### src/hw/rtl/ble_mpp_pkg.sv
// ----------------------------------------------------------------------------
// ble_mpp_pkg
// Shared types and constants for the BLE-MIDI packet parser.
// ----------------------------------------------------------------------------
package ble_mpp_pkg;

    typedef enum logic [2:0] {
        PH_WAIT    = 3'd0,
        PH_TS      = 3'd1,
        PH_STATUS  = 3'd2,
        PH_CHDATA  = 3'd3,
        PH_SYSDATA = 3'd4
    } t_phase;

    // completed message handed from the front part to the back part
    typedef struct packed {
        logic [7:0]  status;
        logic [6:0]  first;
        logic [6:0]  second;
        logic [12:0] ts;
    } t_cmd;

    localparam logic [7:0] ST_SYSEX_START = 8'hF0;
    localparam logic [7:0] ST_TIMECODE    = 8'hF1;
    localparam logic [7:0] ST_SONG_POS    = 8'hF2;
    localparam logic [7:0] ST_SONG_SEL    = 8'hF3;
    localparam logic [7:0] ST_TUNE_REQ    = 8'hF6;
    localparam logic [7:0] ST_SYSEX_END   = 8'hF7;
    localparam logic [7:0] ST_CLOCK       = 8'hF8;
    localparam logic [7:0] ST_START       = 8'hFA;
    localparam logic [7:0] ST_CONTINUE    = 8'hFB;
    localparam logic [7:0] ST_STOP        = 8'hFC;
    localparam logic [7:0] ST_ACT_SENSE   = 8'hFE;
    localparam logic [7:0] ST_RESET       = 8'hFF;

    localparam logic [3:0] CK_NOTE_OFF  = 4'h8;
    localparam logic [3:0] CK_NOTE_ON   = 4'h9;
    localparam logic [3:0] CK_POLY      = 4'hA;
    localparam logic [3:0] CK_CTRL      = 4'hB;
    localparam logic [3:0] CK_PROG      = 4'hC;
    localparam logic [3:0] CK_CHAN_PRES = 4'hD;
    localparam logic [3:0] CK_BEND      = 4'hE;
    localparam logic [3:0] CK_SYSTEM    = 4'hF;

    localparam logic [6:0] CTL_MODE_FIRST = 7'd120;
    localparam logic [6:0] CTL_RESET_ALL  = 7'd121;
    localparam logic [6:0] CTL_LOCAL      = 7'd122;
    localparam logic [6:0] DATA_MAX       = 7'd127;

    localparam logic [4:0] KIND_NOTE_OFF  = 5'd0;
    localparam logic [4:0] KIND_NOTE_ON   = 5'd1;
    localparam logic [4:0] KIND_POLY      = 5'd2;
    localparam logic [4:0] KIND_CTRL      = 5'd3;
    localparam logic [4:0] KIND_MODE_BASE = 5'd4;
    localparam logic [4:0] KIND_LOCAL     = 5'd6;
    localparam logic [4:0] KIND_PROG      = 5'd12;
    localparam logic [4:0] KIND_CHAN_PRES = 5'd13;
    localparam logic [4:0] KIND_BEND      = 5'd14;
    localparam logic [4:0] KIND_TIMECODE  = 5'd15;
    localparam logic [4:0] KIND_SONG_POS  = 5'd16;
    localparam logic [4:0] KIND_SONG_SEL  = 5'd17;
    localparam logic [4:0] KIND_TUNE_REQ  = 5'd18;
    localparam logic [4:0] KIND_CLOCK     = 5'd19;
    localparam logic [4:0] KIND_START     = 5'd20;
    localparam logic [4:0] KIND_CONTINUE  = 5'd21;
    localparam logic [4:0] KIND_STOP      = 5'd22;
    localparam logic [4:0] KIND_ACT_SENSE = 5'd23;
    localparam logic [4:0] KIND_RESET     = 5'd24;

endpackage

### src/hw/rtl/ble_mpp_front.sv
// ----------------------------------------------------------------------------
// ble_mpp_front
// Byte-level packet grammar: header, timestamps, status, running status and
// exclusive skipping. Emits one command per completed message.
// ----------------------------------------------------------------------------
module ble_mpp_front (
    input  logic              i_clk,
    input  logic              i_rst_n,
    input  logic              i_acc,
    input  logic [7:0]        i_data_byte,
    input  logic              i_start_of_packet,
    output logic              o_cmd_vld,
    output ble_mpp_pkg::t_cmd o_cmd
);
    import ble_mpp_pkg::*;

    t_phase      r_phase, n_phase;
    logic        r_excl, n_excl;
    logic [5:0]  r_hdr, n_hdr;
    logic [12:0] r_ts, n_ts;
    logic [7:0]  r_rs, n_rs;
    logic        r_rv, n_rv;
    logic [6:0]  r_held, n_held;
    logic        r_hc, n_hc;

    logic [7:0]  b;
    logic [6:0]  v;
    logic        chan_go;
    logic        chan_hc;

    assign b = i_data_byte;
    assign v = i_data_byte[6:0];

    always_ff @(posedge i_clk) begin
        if (!i_rst_n) begin
            r_phase <= PH_WAIT;
            r_excl  <= 1'b0;
            r_hdr   <= '0;
            r_ts    <= '0;
            r_rs    <= '0;
            r_rv    <= 1'b0;
            r_held  <= '0;
            r_hc    <= 1'b0;
        end else if (i_acc) begin
            r_phase <= n_phase;
            r_excl  <= n_excl;
            r_hdr   <= n_hdr;
            r_ts    <= n_ts;
            r_rs    <= n_rs;
            r_rv    <= n_rv;
            r_held  <= n_held;
            r_hc    <= n_hc;
        end
    end

    always_comb begin
        n_phase   = r_phase;
        n_excl    = r_excl;
        n_hdr     = r_hdr;
        n_ts      = r_ts;
        n_rs      = r_rs;
        n_rv      = r_rv;
        n_held    = r_held;
        n_hc      = r_hc;
        chan_go   = 1'b0;
        chan_hc   = r_hc;
        o_cmd_vld = 1'b0;
        o_cmd     = '{status: r_rs, first: v, second: v, ts: r_ts};

        priority if (i_start_of_packet) begin
            n_rv = 1'b0;
            n_hc = 1'b0;
            if (b[7]) begin
                n_hdr   = b[5:0];
                n_phase = PH_TS;
            end else begin
                n_phase = PH_WAIT;
            end
        end else if (r_phase == PH_WAIT) begin
            n_phase = PH_WAIT;
        end else if (r_excl) begin
            if (b == ST_SYSEX_END) begin
                n_excl  = 1'b0;
                n_phase = PH_TS;
            end else if (b[7]) begin
                n_ts = {r_hdr, v};
            end
        end else begin
            unique case (r_phase)
                PH_TS: begin
                    if (!b[7]) begin
                        n_phase = PH_WAIT;
                    end else begin
                        n_ts    = {r_hdr, v};
                        n_phase = PH_STATUS;
                    end
                end
                PH_STATUS: begin
                    if (b[7]) begin
                        n_hc = 1'b0;
                        if (b[7:4] != CK_SYSTEM) begin
                            n_rs    = b;
                            n_rv    = 1'b1;
                            n_phase = PH_CHDATA;
                        end else begin
                            n_phase = PH_TS;
                            if (!b[3]) begin
                                n_rv = 1'b0;
                                if (b == ST_SYSEX_START) begin
                                    n_excl = 1'b1;
                                end else if (b == ST_TIMECODE || b == ST_SONG_POS ||
                                             b == ST_SONG_SEL) begin
                                    n_rs    = b;
                                    n_phase = PH_SYSDATA;
                                end else if (b == ST_TUNE_REQ) begin
                                    o_cmd_vld    = 1'b1;
                                    o_cmd.status = b;
                                end
                            end else begin
                                o_cmd_vld    = 1'b1;
                                o_cmd.status = b;
                            end
                        end
                    end else if (!r_rv) begin
                        n_phase = PH_WAIT;
                    end else begin
                        n_phase = PH_CHDATA;
                        chan_go = 1'b1;
                        chan_hc = 1'b0;
                    end
                end
                PH_CHDATA: begin
                    if (!r_hc && b[7]) begin
                        n_ts    = {r_hdr, v};
                        n_phase = PH_STATUS;
                    end else begin
                        chan_go = 1'b1;
                    end
                end
                PH_SYSDATA: begin
                    if (r_rs == ST_SONG_POS && !r_hc) begin
                        n_held = v;
                        n_hc   = 1'b1;
                    end else begin
                        n_hc        = 1'b0;
                        n_phase     = PH_TS;
                        o_cmd_vld   = 1'b1;
                        if (r_rs == ST_SONG_POS) begin
                            o_cmd.first = r_held;
                        end
                    end
                end
                default: begin
                    n_phase = PH_WAIT;
                end
            endcase
        end

        // channel data byte: one-byte messages complete at once, others hold
        if (chan_go) begin
            if (!chan_hc) begin
                if (r_rs[7:4] == CK_PROG || r_rs[7:4] == CK_CHAN_PRES) begin
                    n_hc      = 1'b0;
                    o_cmd_vld = 1'b1;
                end else begin
                    n_held = v;
                    n_hc   = 1'b1;
                end
            end else begin
                n_hc        = 1'b0;
                o_cmd_vld   = 1'b1;
                o_cmd.first = r_held;
            end
        end
    end

endmodule

### src/hw/rtl/ble_mpp_queue.sv
// ----------------------------------------------------------------------------
// ble_mpp_queue
// Short command queue between the front and back parts.
// ----------------------------------------------------------------------------
module ble_mpp_queue #(
    parameter int DEPTH = 4
) (
    input  logic                       i_clk,
    input  logic                       i_rst_n,
    input  logic                       i_push,
    input  ble_mpp_pkg::t_cmd          i_data,
    input  logic                       i_pop,
    output ble_mpp_pkg::t_cmd          o_data,
    output logic                       o_full,
    output logic                       o_empty,
    output logic [$clog2(DEPTH+1)-1:0] o_level
);
    import ble_mpp_pkg::*;

    localparam int PW = $clog2(DEPTH);
    localparam int CW = $clog2(DEPTH + 1);

    t_cmd          r_mem [DEPTH];
    logic [PW-1:0] r_wr, n_wr;
    logic [PW-1:0] r_rd, n_rd;
    logic [CW-1:0] r_cnt, n_cnt;
    logic          do_push;
    logic          do_pop;

    assign o_full  = (r_cnt == CW'(DEPTH));
    assign o_empty = (r_cnt == '0);
    assign o_level = r_cnt;
    assign o_data  = r_mem[r_rd];
    assign do_push = i_push && !o_full;
    assign do_pop  = i_pop && !o_empty;

    always_comb begin
        n_wr  = r_wr;
        n_rd  = r_rd;
        n_cnt = r_cnt;
        if (do_push) begin
            n_wr = (r_wr == PW'(DEPTH - 1)) ? '0 : r_wr + 1'b1;
        end
        if (do_pop) begin
            n_rd = (r_rd == PW'(DEPTH - 1)) ? '0 : r_rd + 1'b1;
        end
        if (do_push && !do_pop) begin
            n_cnt = r_cnt + 1'b1;
        end else if (do_pop && !do_push) begin
            n_cnt = r_cnt - 1'b1;
        end
    end

    always_ff @(posedge i_clk) begin
        if (!i_rst_n) begin
            r_wr  <= '0;
            r_rd  <= '0;
            r_cnt <= '0;
        end else begin
            r_wr  <= n_wr;
            r_rd  <= n_rd;
            r_cnt <= n_cnt;
        end
    end

    always_ff @(posedge i_clk) begin
        if (do_push) begin
            r_mem[r_wr] <= i_data;
        end
    end

endmodule

### src/hw/rtl/ble_mpp_back.sv
// ----------------------------------------------------------------------------
// ble_mpp_back
// Decodes queued commands into events, drops non-events and holds the
// oldest event in an output register.
// ----------------------------------------------------------------------------
module ble_mpp_back (
    input  logic              i_clk,
    input  logic              i_rst_n,
    input  ble_mpp_pkg::t_cmd i_cmd,
    input  logic              i_cmd_empty,
    output logic              o_cmd_pop,
    input  logic              i_pop,
    output logic              o_empty,
    output logic [4:0]        o_event_kind,
    output logic [3:0]        o_channel,
    output logic [12:0]       o_timestamp,
    output logic [6:0]        o_data_first,
    output logic [6:0]        o_data_second,
    output logic [13:0]       o_wide_value
);
    import ble_mpp_pkg::*;

    logic        r_vld;
    logic [4:0]  r_kind;
    logic [3:0]  r_ch;
    logic [12:0] r_ts;
    logic [6:0]  r_d1;
    logic [6:0]  r_d2;
    logic [13:0] r_wide;

    logic        ev_ok;
    logic [4:0]  ev_kind;
    logic [3:0]  ev_ch;
    logic [6:0]  ev_d1;
    logic [6:0]  ev_d2;
    logic [13:0] ev_wide;
    logic [6:0]  f;
    logic [6:0]  s;
    logic        load;

    assign f = i_cmd.first;
    assign s = i_cmd.second;

    always_comb begin
        ev_ok   = 1'b1;
        ev_kind = KIND_NOTE_OFF;
        ev_ch   = i_cmd.status[3:0];
        ev_d1   = '0;
        ev_d2   = '0;
        ev_wide = '0;
        unique case (i_cmd.status[7:4])
            CK_NOTE_OFF: begin
                ev_d1 = f;
                ev_d2 = s;
            end
            CK_NOTE_ON: begin
                ev_kind = (s == '0) ? KIND_NOTE_OFF : KIND_NOTE_ON;
                ev_d1   = f;
                ev_d2   = s;
            end
            CK_POLY: begin
                ev_kind = KIND_POLY;
                ev_d1   = f;
                ev_d2   = s;
            end
            CK_CTRL: begin
                ev_d1 = f;
                priority if (f < CTL_MODE_FIRST) begin
                    ev_kind = KIND_CTRL;
                    ev_d2   = s;
                end else if (f == CTL_RESET_ALL) begin
                    ev_kind = KIND_MODE_BASE + 5'(f[2:0]);
                    ev_d2   = s;
                end else if (f == CTL_LOCAL) begin
                    ev_kind = KIND_LOCAL;
                    ev_d2   = (s == DATA_MAX) ? 7'd1 : 7'd0;
                    ev_ok   = (s == '0) || (s == DATA_MAX);
                end else begin
                    ev_kind = KIND_MODE_BASE + 5'(f[2:0]);
                    ev_ok   = (s == '0);
                end
            end
            CK_PROG: begin
                ev_kind = KIND_PROG;
                ev_d1   = s;
            end
            CK_CHAN_PRES: begin
                ev_kind = KIND_CHAN_PRES;
                ev_d2   = s;
            end
            CK_BEND: begin
                ev_kind = KIND_BEND;
                ev_wide = {s, f};
            end
            CK_SYSTEM: begin
                ev_ch = '0;
                unique case (i_cmd.status)
                    ST_TIMECODE: begin
                        ev_kind = KIND_TIMECODE;
                        ev_d1   = {4'd0, s[6:4]};
                        ev_d2   = {3'd0, s[3:0]};
                    end
                    ST_SONG_POS: begin
                        ev_kind = KIND_SONG_POS;
                        ev_wide = {s, f};
                    end
                    ST_SONG_SEL: begin
                        ev_kind = KIND_SONG_SEL;
                        ev_d1   = s;
                    end
                    ST_TUNE_REQ:  ev_kind = KIND_TUNE_REQ;
                    ST_CLOCK:     ev_kind = KIND_CLOCK;
                    ST_START:     ev_kind = KIND_START;
                    ST_CONTINUE:  ev_kind = KIND_CONTINUE;
                    ST_STOP:      ev_kind = KIND_STOP;
                    ST_ACT_SENSE: ev_kind = KIND_ACT_SENSE;
                    ST_RESET:     ev_kind = KIND_RESET;
                    default:      ev_ok   = 1'b0;
                endcase
            end
            default: begin
                ev_ok = 1'b0;
            end
        endcase
    end

    // non-events are dropped even while the output register is occupied
    assign o_cmd_pop = !i_cmd_empty && (!ev_ok || !r_vld || i_pop);
    assign load      = o_cmd_pop && ev_ok;

    always_ff @(posedge i_clk) begin
        if (!i_rst_n) begin
            r_vld <= 1'b0;
        end else if (load) begin
            r_vld <= 1'b1;
        end else if (i_pop) begin
            r_vld <= 1'b0;
        end
    end

    always_ff @(posedge i_clk) begin
        if (load) begin
            r_kind <= ev_kind;
            r_ch   <= ev_ch;
            r_ts   <= i_cmd.ts;
            r_d1   <= ev_d1;
            r_d2   <= ev_d2;
            r_wide <= ev_wide;
        end
    end

    assign o_empty       = !r_vld;
    assign o_event_kind  = r_kind;
    assign o_channel     = r_ch;
    assign o_timestamp   = r_ts;
    assign o_data_first  = r_d1;
    assign o_data_second = r_d2;
    assign o_wide_value  = r_wide;

endmodule

### src/hw/rtl/ble_midi_packet_parser_core.sv
// ----------------------------------------------------------------------------
// ble_midi_packet_parser_core
// BLE-MIDI packet parser: one packet byte in, decoded MIDI events out.
// ----------------------------------------------------------------------------
// Takes one packet byte per clock while full is low and delivers at most one
// event per byte, oldest first, while empty is low. A byte that completes a
// message is written into the command queue and decoded from there into the
// output register once that register is free or being popped; its event then
// stays on the result ports until it is popped. Sustained rate is one byte
// per cycle while full is low; full rises only when QUEUE_DEPTH commands wait
// behind a stalled result. No clearing pass is needed after reset.
module ble_midi_packet_parser_core #(
    parameter int QUEUE_DEPTH = 4
) (
    input  logic        i_clk,
    input  logic        i_rst_n,
    input  logic        push,
    output logic        full,
    input  logic [7:0]  i_data_byte,
    input  logic        i_start_of_packet,
    output logic        empty,
    input  logic        pop,
    output logic [4:0]  o_event_kind,
    output logic [3:0]  o_channel,
    output logic [12:0] o_timestamp,
    output logic [6:0]  o_data_first,
    output logic [6:0]  o_data_second,
    output logic [13:0] o_wide_value
);
    import ble_mpp_pkg::*;

    localparam int CW = $clog2(QUEUE_DEPTH + 1);

    logic          w_acc;
    logic          w_cmd_vld;
    t_cmd          w_cmd;
    t_cmd          w_q_data;
    logic          w_q_empty;
    logic          w_q_pop;
    logic [CW-1:0] w_q_level;

    assign w_acc = push && !full;

    ble_mpp_front u_front (
        .i_clk             (i_clk),
        .i_rst_n           (i_rst_n),
        .i_acc             (w_acc),
        .i_data_byte       (i_data_byte),
        .i_start_of_packet (i_start_of_packet),
        .o_cmd_vld         (w_cmd_vld),
        .o_cmd             (w_cmd)
    );

    ble_mpp_queue #(
        .DEPTH (QUEUE_DEPTH)
    ) u_queue (
        .i_clk   (i_clk),
        .i_rst_n (i_rst_n),
        .i_push  (w_acc && w_cmd_vld),
        .i_data  (w_cmd),
        .i_pop   (w_q_pop),
        .o_data  (w_q_data),
        .o_full  (full),
        .o_empty (w_q_empty),
        .o_level (w_q_level)
    );

    ble_mpp_back u_back (
        .i_clk         (i_clk),
        .i_rst_n       (i_rst_n),
        .i_cmd         (w_q_data),
        .i_cmd_empty   (w_q_empty),
        .o_cmd_pop     (w_q_pop),
        .i_pop         (pop),
        .o_empty       (empty),
        .o_event_kind  (o_event_kind),
        .o_channel     (o_channel),
        .o_timestamp   (o_timestamp),
        .o_data_first  (o_data_first),
        .o_data_second (o_data_second),
        .o_wide_value  (o_wide_value)
    );

    a_queue_bound: assert property (@(posedge i_clk) disable iff (!i_rst_n)
        w_q_level <= CW'(QUEUE_DEPTH))
        else $error("command queue level beyond depth");

    a_sys_no_channel: assert property (@(posedge i_clk) disable iff (!i_rst_n)
        (!empty && o_event_kind >= KIND_TIMECODE) |-> (o_channel == '0))
        else $error("system event with non-zero channel");

    a_local_flag: assert property (@(posedge i_clk) disable iff (!i_rst_n)
        (!empty && o_event_kind == KIND_LOCAL) |-> (o_data_second <= 7'd1))
        else $error("local control flag out of range");

    a_bend_fields: assert property (@(posedge i_clk) disable iff (!i_rst_n)
        (!empty && o_event_kind == KIND_BEND) |->
        (o_data_first == '0 && o_data_second == '0))
        else $error("pitch bend with non-zero data fields");

endmodule

### config.mk
export PLATFORM = sky130hd
export DESIGN_NAME = ble_midi_packet_parser_core
export DESIGN_NICKNAME = d
export VERILOG_FILES = /design/src/hw/rtl/ble_mpp_pkg.sv /design/src/hw/rtl/ble_mpp_front.sv /design/src/hw/rtl/ble_mpp_queue.sv /design/src/hw/rtl/ble_mpp_back.sv /design/src/hw/rtl/ble_midi_packet_parser_core.sv
export SDC_FILE = /design/constraint.sdc
export NUM_CORES = 1
export LEC_CHECK = 0
export BUFFER_PORTS_ARGS = -buffer_cell sky130_fd_sc_hd__clkbuf_2
export CAP_MARGIN = 20
export CORE_ASPECT_RATIO = 1.25
export CORE_MARGIN = 2
export CORE_UTILIZATION = 60
export DETAILED_ROUTE_END_ITERATION = 16
export GPL_ROUTABILITY_DRIVEN = 0
export PLACE_DENSITY = 0.79
export SYNTH_ARGS = -nofsm -noshare
export SYNTH_HDL_FRONTEND = slang
export SYNTH_SLANG_ARGS = --single-unit
### constraint.sdc
create_clock -name i_clk -period 19.5 [get_ports i_clk]
set_clock_uncertainty 0.2 [all_clocks]
set_input_delay 2.925 -clock i_clk [delete_from_list [all_inputs] [get_ports i_clk]]
set_output_delay 2.925 -clock i_clk [all_outputs]
set_load 0.01 [all_outputs]
==> metrics.log, run 1 <==
INFO  metric run_status = finished clean
INFO  metric timing.hold.worst.start = u_queue.r_rd[1]
INFO  metric gr-max-usage-layer = met2
INFO  metric synth-seq-area-share = 68.49%
INFO  metric grt_start_max_net_pins = 51
INFO  metric clock_pin_slew_reported_for_the_worst_setup_and_hold_paths_after_clock_tree_synthesis = 0.06 ns
INFO  metric worstPathArrival = 5.55 ns
INFO  metric final_standard_cell_area_without_fillers = approximately 11000 µm²
INFO  metric mappedNetlistArea = approximately 9800 µm²
INFO  metric placeableCoreArea = 16070 µm²
INFO  metric ys_flop_type = edfxtp_1
INFO  metric drt_first_iter_violations = ~400
INFO  metric worst_ep_required_time = 19.74 ns
INFO  metric power.share.switching = 27.10%
INFO  metric dr.pass1.iters = 6
INFO  metric max_freq = 188.3 MHz
INFO  metric syn_avg_cell_area = between 15 and 20 µm²
INFO  metric cp_top_family = compound AO/OA/AOI/OAI gates
INFO  metric via_density_per_instance = 6.003
INFO  metric postCtsResizedCells = 0
INFO  metric buffer_ports.inserted = 64
INFO  metric placement_rows = between 50 and 60
INFO  metric hold_path_end = u_queue.r_rd[1]
INFO  metric p_total = 0.001483 W
INFO  metric grt_pass1_vias = 5653
INFO  metric report.final.slew_viol_count = 0
INFO  metric global_route.usage.met1 = between 20% and 30%
INFO  metric clock_insertion_delay_worst_skew = 0.51 ns
INFO  metric critical_path.n_buffers_inverters = 2
INFO  metric die_y = 146.8 µm
INFO  metric groute.layer.met2.usage = 38.99%
INFO  metric first_pass_grt_wire_length = 30.17 mm
INFO  metric cellPowerDensity = 133.0 nW/µm²
INFO  metric antenna_violation_net_count_after_detailed_routing = 0
INFO  metric numPlacedInstances = 888
INFO  metric syn2layout_area_growth = 13.91%
INFO  metric wire_per_inst = 20.23 µm
INFO  metric antenna-diode-count = 0
INFO  metric dpl-instance-area = 10330 µm²
INFO  metric finalSetupViolCount = 0
INFO  metric all_layer_gr_usage = between 20% and 30%
INFO  metric routed_wirelength = 18.77 mm
INFO  metric worstSetupPathType = in2reg
INFO  metric clockPowerShare = approximately 33%
INFO  metric critical_path.max_stage_delay = ~0.43 ns
INFO  metric power.switching = approximately 0.0004 W
INFO  metric cells_along_the_critical_path = clkbuf_2, nand2_1, nor2_1, o21ai_0, o21ai_0, o21a_1, ha_1, inv_1, fa_1, xor2_1, or3_1, a21oi_1
INFO  metric min_delay_path_depth = 2
INFO  metric seq_power_share = 44.5%
INFO  metric timing.max_cap.violations = 0
INFO  metric cts_inserted_buffers = 22
INFO  metric worst_path_max_delay_cell = fa_1
INFO  metric worst_slew_margin_rel = between 20% and 30%
INFO  metric final.min_clock_period = 5.310 ns
INFO  metric dp_slack = 13.71 ns
INFO  metric timing_worst_slew_pin_value = between 1 and 1.5 ns
INFO  metric cts-htree-levels = 1
INFO  metric yosysWarningCount = 0
INFO  metric routed-via-count = 5571
INFO  metric tritoncts = built
INFO  metric worst_r2r_endpoint = u_queue.o_level[2]
INFO  metric die_w = 118.3 µm
INFO  metric final_hold_viol_count = 0
INFO  metric worstHoldPathType = reg2reg
INFO  metric critPathMaxFanout = 13
INFO  metric syn_nets = 647
INFO  metric layout_setup_ws = 14.19 ns
INFO  metric synth.lib_cells_used.distinct = 64
INFO  metric fin_cells = 928
INFO  metric holdBufCountCts = 0
INFO  metric route.detailed.drc = 0
INFO  metric path_common_cell = o21ai_0
INFO  metric worst-r2r-cell-count = 12
INFO  metric clock_tree.root_cell = clkbuf_16
INFO  metric internal-power = about 0.0011 W
INFO  metric drive_above_1_share = 22.47%
INFO  metric clockBufferDepth = 3
INFO  metric async_reset_ff_share = 0%
INFO  metric setup_total_negative_slack = 0 ns
INFO  metric critical_path.startpoint_type = primary input
INFO  metric globalRouteMet3Util = roughly 3.6%
INFO  metric number_of_antenna_violations_at_the_first_check_in_global_routing = 0
INFO  metric post_synth_inst_count = approximately 630
INFO  metric total_die_area = 17360 µm²
INFO  metric ioPinCount = 65
INFO  metric power.share.combinational = 23.0%
INFO  metric peakVddDrop = 0.08525 mV
INFO  metric overflow_after_grt = 0
INFO  metric grt_setup_unrepaired = no
INFO  metric dp_hpwl = ~12 mm
INFO  metric power.static_leakage = 3.987 nW
INFO  metric synth-edff-count = 190
INFO  metric postCtsSetupBuffers = 0
INFO  metric synth.ff_latch_count = 240
INFO  metric floorplan.initialDensity = 60.93%
INFO  metric timing.final.crit_share = 27.23%
INFO  metric cts_sinks = 240
INFO  metric crit_path_end_kind = flop
INFO  metric regToRegSetupSlack = 15.13 ns
INFO  metric finish.net_count = a little over 700
## tightest hold or removal path, cell delays in order, from the launching register on
cell and delay, ns:
dfxtp_1 0.31, nand2_1 0.05, mux2i_1 0.07
## cell usage after synthesis, types with 5 or more instances
cell type    n  area [µm²]
ha_1         6       75.07
edfxtp_1   190        5705
or2_2        5       31.28
a21oi_1     17       85.08
nor2b_1      9       56.30
mux2i_1     39       390.4
clkbuf_1    17       63.81
inv_1       14       52.55
nand2b_1     9       56.30
dfxtp_1     50        1001
mux2_2       7       78.83
nand3_1      7       35.03
nor2_1      61       229.0
a22o_1       5       43.79
mux4_2      28       630.6
nor3_1       6       30.03
o21ai_0     19       95.09
and2_1      30       187.7
mux4_1       7       183.9
nand2_1     25       93.84
## kinds of logic after synthesis
family | after synthesis | share of synthesized area, %
buf+inv | 42 | 1.993
mux | 81 | 13.11
xor+xnor | 3 | 0.2684
compound gates | 73 | 5.546
simple gates | 181 | 9.622
flops | 240 | 68.49
fa+ha+maj | 7 | 0.9711
## sequential cells by signal, summed over array words and instances, names as in the netlist, 4 cells and up, named ones only
register,count
u_front.r_rs,8
u_front.r_ts,13
u_back.o_wide_value,14
u_front.r_hdr,6
u_back.o_data_first,7
u_queue.r_mem,140
u_back.o_event_kind,5
u_back.o_channel,4
u_front.r_held,7
u_back.o_timestamp,13
u_back.o_data_second,7
## cells in the final DEF (no fill, tap or decap), types with 3 or more instances in the layout
cell type	count
mux2i_1	39
mux4_2	28
nor2_1	61
a21oi_1	17
o211ai_1	3
edfxtp_1	190
ha_1	6
or3_1	3
clkbuf_16	23
nor2b_1	9
nand3_1	7
mux2_2	7
mux4_1	7
and2_1	30
o21a_1	3
nand2_1	25
buf_4	9
nand4_1	4
or2_2	5
a22o_1	5
and3_1	4
nor3_1	6
clkinvlp_4	3
bufinv_16	6
nand2b_1	9
clkbuf_2	64
clkinv_1	3
inv_1	14
o22ai_1	4
dfxtp_1	49
nor3b_1	3
o21ai_0	19
## how the worst max path moves through the flow
stage	startpoint	endpoint	slack, ns	cells past startpoint
after CTS	i_data_byte[1]	u_queue.o_level[2]	14.23	12
after global routing	i_data_byte[1]	u_queue.o_level[2]	13.93	12
after global placement	i_data_byte[1]	u_queue.o_level[2]	13.87	12
final	i_data_byte[1]	u_queue.o_level[2]	14.19	12
after detailed placement	i_data_byte[1]	u_queue.o_level[2]	13.71	12
after floorplan	pop	u_back.o_channel[0]	12.03	2
## power groups by stage
stage / Sequential (W) / Combinational, W / Clock (W)
6_report: 0.000661 / 0.000341 / 0.000482
5_1_grt: 0.000668 / 0.000370 / 0.000508
4_1_cts: 0.000662 / 0.000345 / 0.000489
3_5_place_dp: 0.000673 / 0.000343 / 0
3_3_place_gp: 0.000670 / 0.000337 / 0
2_1_floorplan: 0.000707 / 0.000211 / 0
## layout make-up
cell class                 instances  area (µm²)
clock inverter                    15       235.2
sequential                       240        6708
tap                              216       270.3
fill                            1034        4916
multi-input combinational        345        2908
clock buffer                      25       593.1
timing repair buffer              73       387.9
inverter                          14       52.55
## per-layer routing
layer	share of wire (%)	wire, µm
met1	40	7448
met2	52	9669
met3	5.9	1102
met4	2.9	552
met5	0	0
## stage by stage
| step | util (%) | hold WS [ns] |
|---|---|---|
| after floorplan | - | 0.2533 |
| after global placement | 64.26 | 0.2647 |
| after detailed placement | 64.26 | 0.2820 |
| after CTS | 69.41 | 0.2910 |
| after global routing | 69.41 | 0.3099 |
| final | 69.41 | 0.2900 |
Note: power is estimated with default switching activity, not from simulation.
==> inputs of run 2 (changes only) <==
Clock period 19.5 ns to 5.37 ns, I/O delays scaled along.
==> run 2 against run 1 <==
Compared with the run above:
- first-iteration DRC count up 48%
- critical path type is now reg2reg
- global-route usage decreased by 0.61 points
- hold slack better by 0.0078 ns
- sequential power rose to 3.7 times the previous value
- register-to-register slack got worse by 14 ns
- flip-flop and latch count did not move
- critical path depth down 1
- via count down 0.16%
- die area unchanged
==> metrics.log, run 2 (same netlist as run 1, synthesis figures left out) <==
INFO  metric placement_rows = 52 (unchanged)
INFO  metric largest_register = u_queue.r_mem
INFO  metric finalSetupViolCount = 0 (unchanged)
INFO  metric final_standard_cell_area_without_fillers = 11050 µm² (-0.96%)
INFO  metric ioPinCount = 65 (unchanged)
INFO  metric drive_above_1_share = 21.85% (-0.62 points)
INFO  metric peakVddDrop = 0.1799 mV (+110%)
INFO  metric placeableCoreArea = 16070 µm² (unchanged)
INFO  metric final_hold_viol_count = 0 (unchanged)
INFO  metric drt_first_iter_violations = 588 (+48%)
INFO  metric overflow_after_grt = 0 (unchanged)
INFO  metric clock_insertion_delay_worst_skew = 0.50 ns (about the same)
INFO  metric via_density_per_instance = 5.981 (-0.38%)
INFO  metric cts_inserted_buffers = 22 (unchanged)
INFO  metric wire_per_inst = 20.02 µm (-1.1%)
INFO  metric cts_sinks = 240 (unchanged)
INFO  metric critical_path.startpoint_type = flop
INFO  metric timing_worst_slew_pin_value = 0.8514 ns (-0.2531 ns)
INFO  metric most_used_cells_in_the_layout_excluding_fill_and_tap_cells = 190 x edfxtp_1, 64 x clkbuf_2, 61 x nor2_1, 49 x dfxtp_1, 39 x mux2i_1
INFO  metric buffer_ports.inserted = 64 (unchanged)
INFO  metric postCtsResizedCells = 0 (unchanged)
INFO  metric number_of_antenna_violations_at_the_first_check_in_global_routing = 0 (unchanged)
INFO  metric cts-htree-levels = 1 (unchanged)
INFO  metric final.min_clock_period = ~4.3 ns
INFO  metric critical_path.max_stage_delay = 0.72 ns (+0.29 ns)
INFO  metric whs = 0.2979 ns (+0.007825 ns)
INFO  metric worst_path_max_delay_cell = dfxtp_2
INFO  metric power.static_leakage = 3.940 nW (-1.2%)
INFO  metric worstSetupPathType = reg2reg
INFO  metric route.detailed.drc = 0 (unchanged)
INFO  metric holdBufCountCts = 0 (unchanged)
INFO  metric first_pass_grt_wire_length = 29.40 mm (-2.5%)
INFO  metric routed_wirelength = 18.62 mm (-0.84%)
INFO  metric clockBufferDepth = 3 (unchanged)
INFO  metric grt_setup_unrepaired = no
INFO  metric setup_total_negative_slack = 0 ns (unchanged)
INFO  metric die_y = 146.8 µm (unchanged)
INFO  metric worstPathArrival = 4.50 ns (-1.05 ns)
INFO  metric max_freq = 233.8 MHz
INFO  metric clock_tree.root_cell = clkbuf_16
INFO  metric total_die_area = 17360 µm² (unchanged)
INFO  metric timing.final.crit_share = 79.63%
INFO  metric grt_pass1_vias = 5578 (-1.3%)
INFO  metric antenna-diode-count = 0 (unchanged)
INFO  metric dr.pass1.iters = 6 (unchanged)
INFO  metric cells_along_the_critical_path = mux4_1, nor2b_1, and3_1, o41ai_4, o21bai_2, ha_1, inv_1, fa_1, xor2_1, or3_1, a21oi_1
INFO  metric postCtsSetupBuffers = 0 (unchanged)
INFO  metric numPlacedInstances = 890 (+0.23%)
INFO  metric routed-via-count = 5562 (-0.16%)
INFO  metric cellPowerDensity = 465.5 nW/µm² (+250%)
INFO  metric worst_slew_margin_rel = 42.86% (+17 points)
INFO  metric worstHoldPathType = reg2reg
INFO  metric floorplan.initialDensity = 60.93% (unchanged)
INFO  metric run_status = finished clean
INFO  metric finish.net_count = 718 (+0.28%)
INFO  metric largest_register_ff_count = 140 (unchanged)
INFO  metric tritoncts = built
INFO  metric fin_cells = 930 (+0.22%)
INFO  metric commonest_non_fill_non_tap_cell_in_the_layout = edfxtp_1
INFO  metric antenna_violation_net_count_after_detailed_routing = 0 (unchanged)
INFO  metric clock_pin_slew_reported_for_the_worst_setup_and_hold_paths_after_clock_tree_synthesis = 0.07 ns (about the same)
INFO  metric grt_start_max_net_pins = 51 (unchanged)
INFO  metric syn2layout_area_growth = 12.82%
INFO  metric p_total = 0.005143 W (+250%)
INFO  metric crit_path_end_kind = flop
INFO  metric all_layer_gr_usage = 21.71% (-0.61 points)
INFO  metric critPathMaxFanout = 19 (+6)
INFO  metric dp_hpwl = 11.89 mm (+1.4%)
INFO  metric report.final.slew_viol_count = 0 (unchanged)
INFO  metric die_w = 118.3 µm (unchanged)
INFO  metric timing.max_cap.violations = 0 (unchanged)
INFO  metric worst_ep_required_time = 5.60 ns (-14.14 ns)
INFO  metric dpl-instance-area = 10350 µm² (+0.21%)
## run 2: changes by cell type in the layout (fill, tap and decap cells not counted), moves of 2 or more
| cell | previous run | this run |
|---|---|---|
| buf_4 | 9 | 11 |
| bufinv_16 | 6 | 2 |
| clkbuf_1 | 1 | 6 |
| clkinvlp_4 | 3 | 1 |
## run 2: report_power, final
part	total [W]	internal [W]	switching, W
combinational	0.00118	0.000525	0.000656
sequential	0.00246	0.00233	0.000131
clock	0.00150	0.000859	0.000641
total	0.00514	0.00372	0.00143
## run 2: final timing paths
check / startpoint / endpoint / slack [ns] / depth (start not counted)
setup / recovery: flop / u_queue.o_level[2] / 1.09 / 11
hold reg to reg: u_front.r_rv / u_front.r_rv / 0.30 / 2
hold / removal: u_front.r_rv / u_front.r_rv / 0.30 / 2
setup reg to reg: flop / u_queue.o_level[2] / 1.09 / 11
## run 2: layout make-up
cell class                 instances  area (µm²)
sequential                       240        6708
fill                            1052        5024
multi-input combinational        345        2914
clock buffer                      28       573.1
timing repair buffer              75       402.9
tap                              216       270.3
clock inverter                    12       126.4
inverter                          14       52.55
## run 2: worst max-delay path: cells and delay by family, from the launching register on
family / cells / cell delay (ns)
xor+xnor: 1 / 0.17
mux: 1 / 0.72
buf+inv: 1 / 0.06
simple gates: 3 / 1.13
flops: 1 / 0.72
fa+ha+maj: 2 / 0.65
compound gates: 3 / 0.54
## run 2: per-stage QoR
stage	worst slack, ns	util [%]
3_5_place_dp	1.140	64.39
2_1_floorplan	0.7425	-
6_report	1.094	68.74
5_1_grt	0.8285	68.74
3_3_place_gp	1.272	64.39
4_1_cts	1.094	68.74
## run 2: layer usage
metal / up-vias / global-route usage, % / wire length, µm
met4: 0 / 8.072 / 509
met5: - / 0 / 0
met3: 42 / 3.300 / 1152
met1: 2731 / 27.77 / 7482
li1: 2543 / - / -
met2: 246 / 37.80 / 9472
==> inputs of run 3 (changes only) <==
Settings changed: CORE_UTILIZATION 60 to 54, PLACE_DENSITY 0.79 to 0.75.
Clock period 5.37 ns to 3.89 ns, I/O delays scaled along.
==> run 3 against run 2 <==
Compared with the run above:
- register-to-register slack worse by 0.94 ns
- count of clock-buffer cells in the layout down 4
- power up 43%
- fmax is 15% higher
- cell count increased by 3.0%
- combinational power increased by 53%
- clock power is 49% higher
==> metrics.log, run 3 (same netlist as run 1, synthesis figures left out) <==
INFO  metric postCtsSetupBuffers = 0 (unchanged)
INFO  metric seq_power_share = 45.2% (-2.7 points)
INFO  metric overflow_after_grt = 0 (unchanged)
INFO  metric drive_above_1_share = 24.25% (+2.4 points)
INFO  metric drt_first_iter_violations = 480 (-18%)
INFO  metric min_delay_path_depth = 2 (unchanged)
INFO  metric layout_setup_ws = 0.1575 ns (-0.9362 ns)
INFO  metric cts_sinks = 240 (unchanged)
INFO  metric syn2layout_area_growth = 14.99%
INFO  metric setup_total_negative_slack = 0 ns (unchanged)
INFO  metric most_used_cells_in_the_layout_excluding_fill_and_tap_cells = 190 x edfxtp_1, 64 x clkbuf_2, 61 x nor2_1, 49 x dfxtp_1, 39 x mux2i_1
INFO  metric clock_insertion_delay_worst_skew = 0.51 ns (about the same)
INFO  metric finish.net_count = 734 (+2.2%)
INFO  metric max_freq = 267.9 MHz (+15%)
INFO  metric routed_wirelength = 19.23 mm (+3.3%)
INFO  metric buffer_ports.inserted = 64 (unchanged)
INFO  metric power.share.switching = 27.67% (-0.087 points)
INFO  metric regToRegSetupSlack = 0.16 ns (-0.94 ns)
INFO  metric commonest_non_fill_non_tap_cell_in_the_layout = edfxtp_1
INFO  metric critPathMaxFanout = 10 (-9)
INFO  metric wire_per_inst = 20.07 µm (+0.28%)
INFO  metric grt_setup_unrepaired = no
INFO  metric number_of_antenna_violations_at_the_first_check_in_global_routing = 0 (unchanged)
INFO  metric grt_pass1_vias = 5621 (+0.77%)
INFO  metric die_y = 154.6 µm (+5.3%)
INFO  metric worst_r2r_endpoint = u_queue.o_level[2]
INFO  metric postCtsResizedCells = 0 (unchanged)
INFO  metric cts-htree-levels = 1 (unchanged)
INFO  metric cts_inserted_buffers = 22 (unchanged)
INFO  metric report.final.slew_viol_count = 0 (unchanged)
INFO  metric placeableCoreArea = 17960 µm² (+12%)
INFO  metric largest_register = u_queue.r_mem
INFO  metric worst_slew_margin_rel = 39.87% (-3.0 points)
INFO  metric crit_path_end_kind = flop
INFO  metric timing.max_cap.violations = 0 (unchanged)
INFO  metric worstSetupPathType = reg2reg
INFO  metric dr.pass1.iters = 5 (-1)
INFO  metric total_die_area = 19230 µm² (+11%)
INFO  metric ioPinCount = 65 (unchanged)
INFO  metric run_status = finished clean
INFO  metric worst_ep_required_time = 4.13 ns (-1.47 ns)
INFO  metric tritoncts = built
INFO  metric dp_hpwl = 12.73 mm (+7.1%)
INFO  metric routed-via-count = 5620 (+1.0%)
INFO  metric finalSetupViolCount = 0 (unchanged)
INFO  metric p_total = 0.007379 W (+43%)
INFO  metric critical_path.startpoint_type = flop
INFO  metric clockPowerShare = 30.2% (+1.0 points)
INFO  metric holdBufCountCts = 0 (unchanged)
INFO  metric placement_rows = 55 (+5.8%)
INFO  metric power.static_leakage = 4.046 nW (+2.7%)
INFO  metric die_w = 124.4 µm (+5.2%)
INFO  metric crit_path_to = u_queue.o_level[2]
INFO  metric first_pass_grt_wire_length = 30.48 mm (+3.7%)
INFO  metric dp_slack = 0.06544 ns (-1.075 ns)
INFO  metric all_layer_gr_usage = 20.10% (-1.6 points)
INFO  metric clockBufferDepth = 3 (unchanged)
INFO  metric cellPowerDensity = 655.3 nW/µm² (+41%)
INFO  metric clock_pin_slew_reported_for_the_worst_setup_and_hold_paths_after_clock_tree_synthesis = 0.07 ns (about the same)
INFO  metric clock_tree.root_cell = clkbuf_16
INFO  metric final_hold_viol_count = 0 (unchanged)
INFO  metric power.switching = 0.002042 W (+43%)
INFO  metric peakVddDrop = 0.3531 mV (+96%)
INFO  metric grt_start_max_net_pins = 51 (unchanged)
INFO  metric antenna_violation_net_count_after_detailed_routing = 0 (unchanged)
INFO  metric worstPathArrival = 3.97 ns (-0.53 ns)
INFO  metric worst-r2r-cell-count = 12 (+1)
INFO  metric final.min_clock_period = 3.733 ns (-0.5438 ns)
INFO  metric via_density_per_instance = 5.866 (-1.9%)
INFO  metric antenna-diode-count = 0 (unchanged)
INFO  metric largest_register_ff_count = 140 (unchanged)
INFO  metric timing.final.crit_share = 95.95% (+16 points)
INFO  metric worstHoldPathType = in2reg
INFO  metric route.detailed.drc = 0 (unchanged)
INFO  metric power.share.combinational = 24.6% (+1.6 points)
INFO  metric internal-power = 0.005337 W (+44%)
INFO  metric floorplan.initialDensity = 54.52% (-6.4 points)
INFO  metric timing_worst_slew_pin_value = 0.8959 ns (+0.04450 ns)
run 3: cell types whose count changed in the layout (fill, tap and decap cells not counted), sizes merged:
cell	before	now
clkbuf	92	88
bufinv	2	4
inv	15	14
clkinv	8	9
clkinvlp	1	3
buf	11	27
run 3: metrics by stage:
step	instance area [µm²]	cells	util (%)	hold slack, ns
4_1_cts	11260	958	62.68	0.2595
2_1_floorplan	9813	627	-	0.2533
3_3_place_gp	10500	918	58.47	0.2674
3_5_place_dp	10500	918	58.47	0.2795
5_1_grt	11260	958	62.69	0.2777
6_report	11260	958	62.69	0.2729
run 3: how the worst min path moves through the flow:
stage	from	end	slack, ns
floorplan	u_front.r_rv	u_front.r_rv	0.25
global placement	u_front.r_rs[3]	u_front.r_rs[3]	0.27
detailed placement	u_front.r_hdr[0]	u_front.r_hdr[0]	0.28
finish	i_rst_n	u_front.r_rs[7]	0.27
CTS	i_data_byte[6]	u_queue.r_mem[0][19]	0.26
global route	i_data_byte[6]	u_queue.r_mem[0][19]	0.28
run 3: cell type report:
cell class | count | area (µm²)
flip-flops and latches | 240 | 6710
fillers | 1244 | 6701
clock buffers | 24 | 558.0
well taps | 228 | 285.3
clock inverters | 16 | 197.7
repair buffers | 91 | 535.5
inverters | 14 | 52.55
multi-input cells | 345 | 2920
run 3: layer usage:
layer	wire length (µm)	global-route usage, %	vias up
met5	0	0	-
met4	643	7.758	0
li1	-	-	2567
met2	10050	36.25	215
met3	952	2.698	48
met1	7582	24.72	2790
run 3: power groups by stage:
| stage | clock network, W | logic, W | registers, W |
|---|---|---|---|
| floorplan | 0 | 0.00109 | 0.00351 |
| global placement | 0 | 0.00179 | 0.00338 |
| detailed placement | 0 | 0.00182 | 0.00340 |
| CTS | 0.00226 | 0.00183 | 0.00334 |
| global route | 0.00235 | 0.00195 | 0.00337 |
| finish | 0.00223 | 0.00181 | 0.00334 |
run 3: worst max-delay path, cell delays in order (launching register included):
cell	delay (ns)
dfxtp_4	0.45
buf_4	0.20
mux4_2	0.60
nor4_2	0.34
and3_1	0.28
o41ai_4	0.10
o21bai_2	0.17
ha_1	0.20
inv_1	0.07
fa_1	0.42
xor2_1	0.18
or3_1	0.30
a21oi_1	0.14
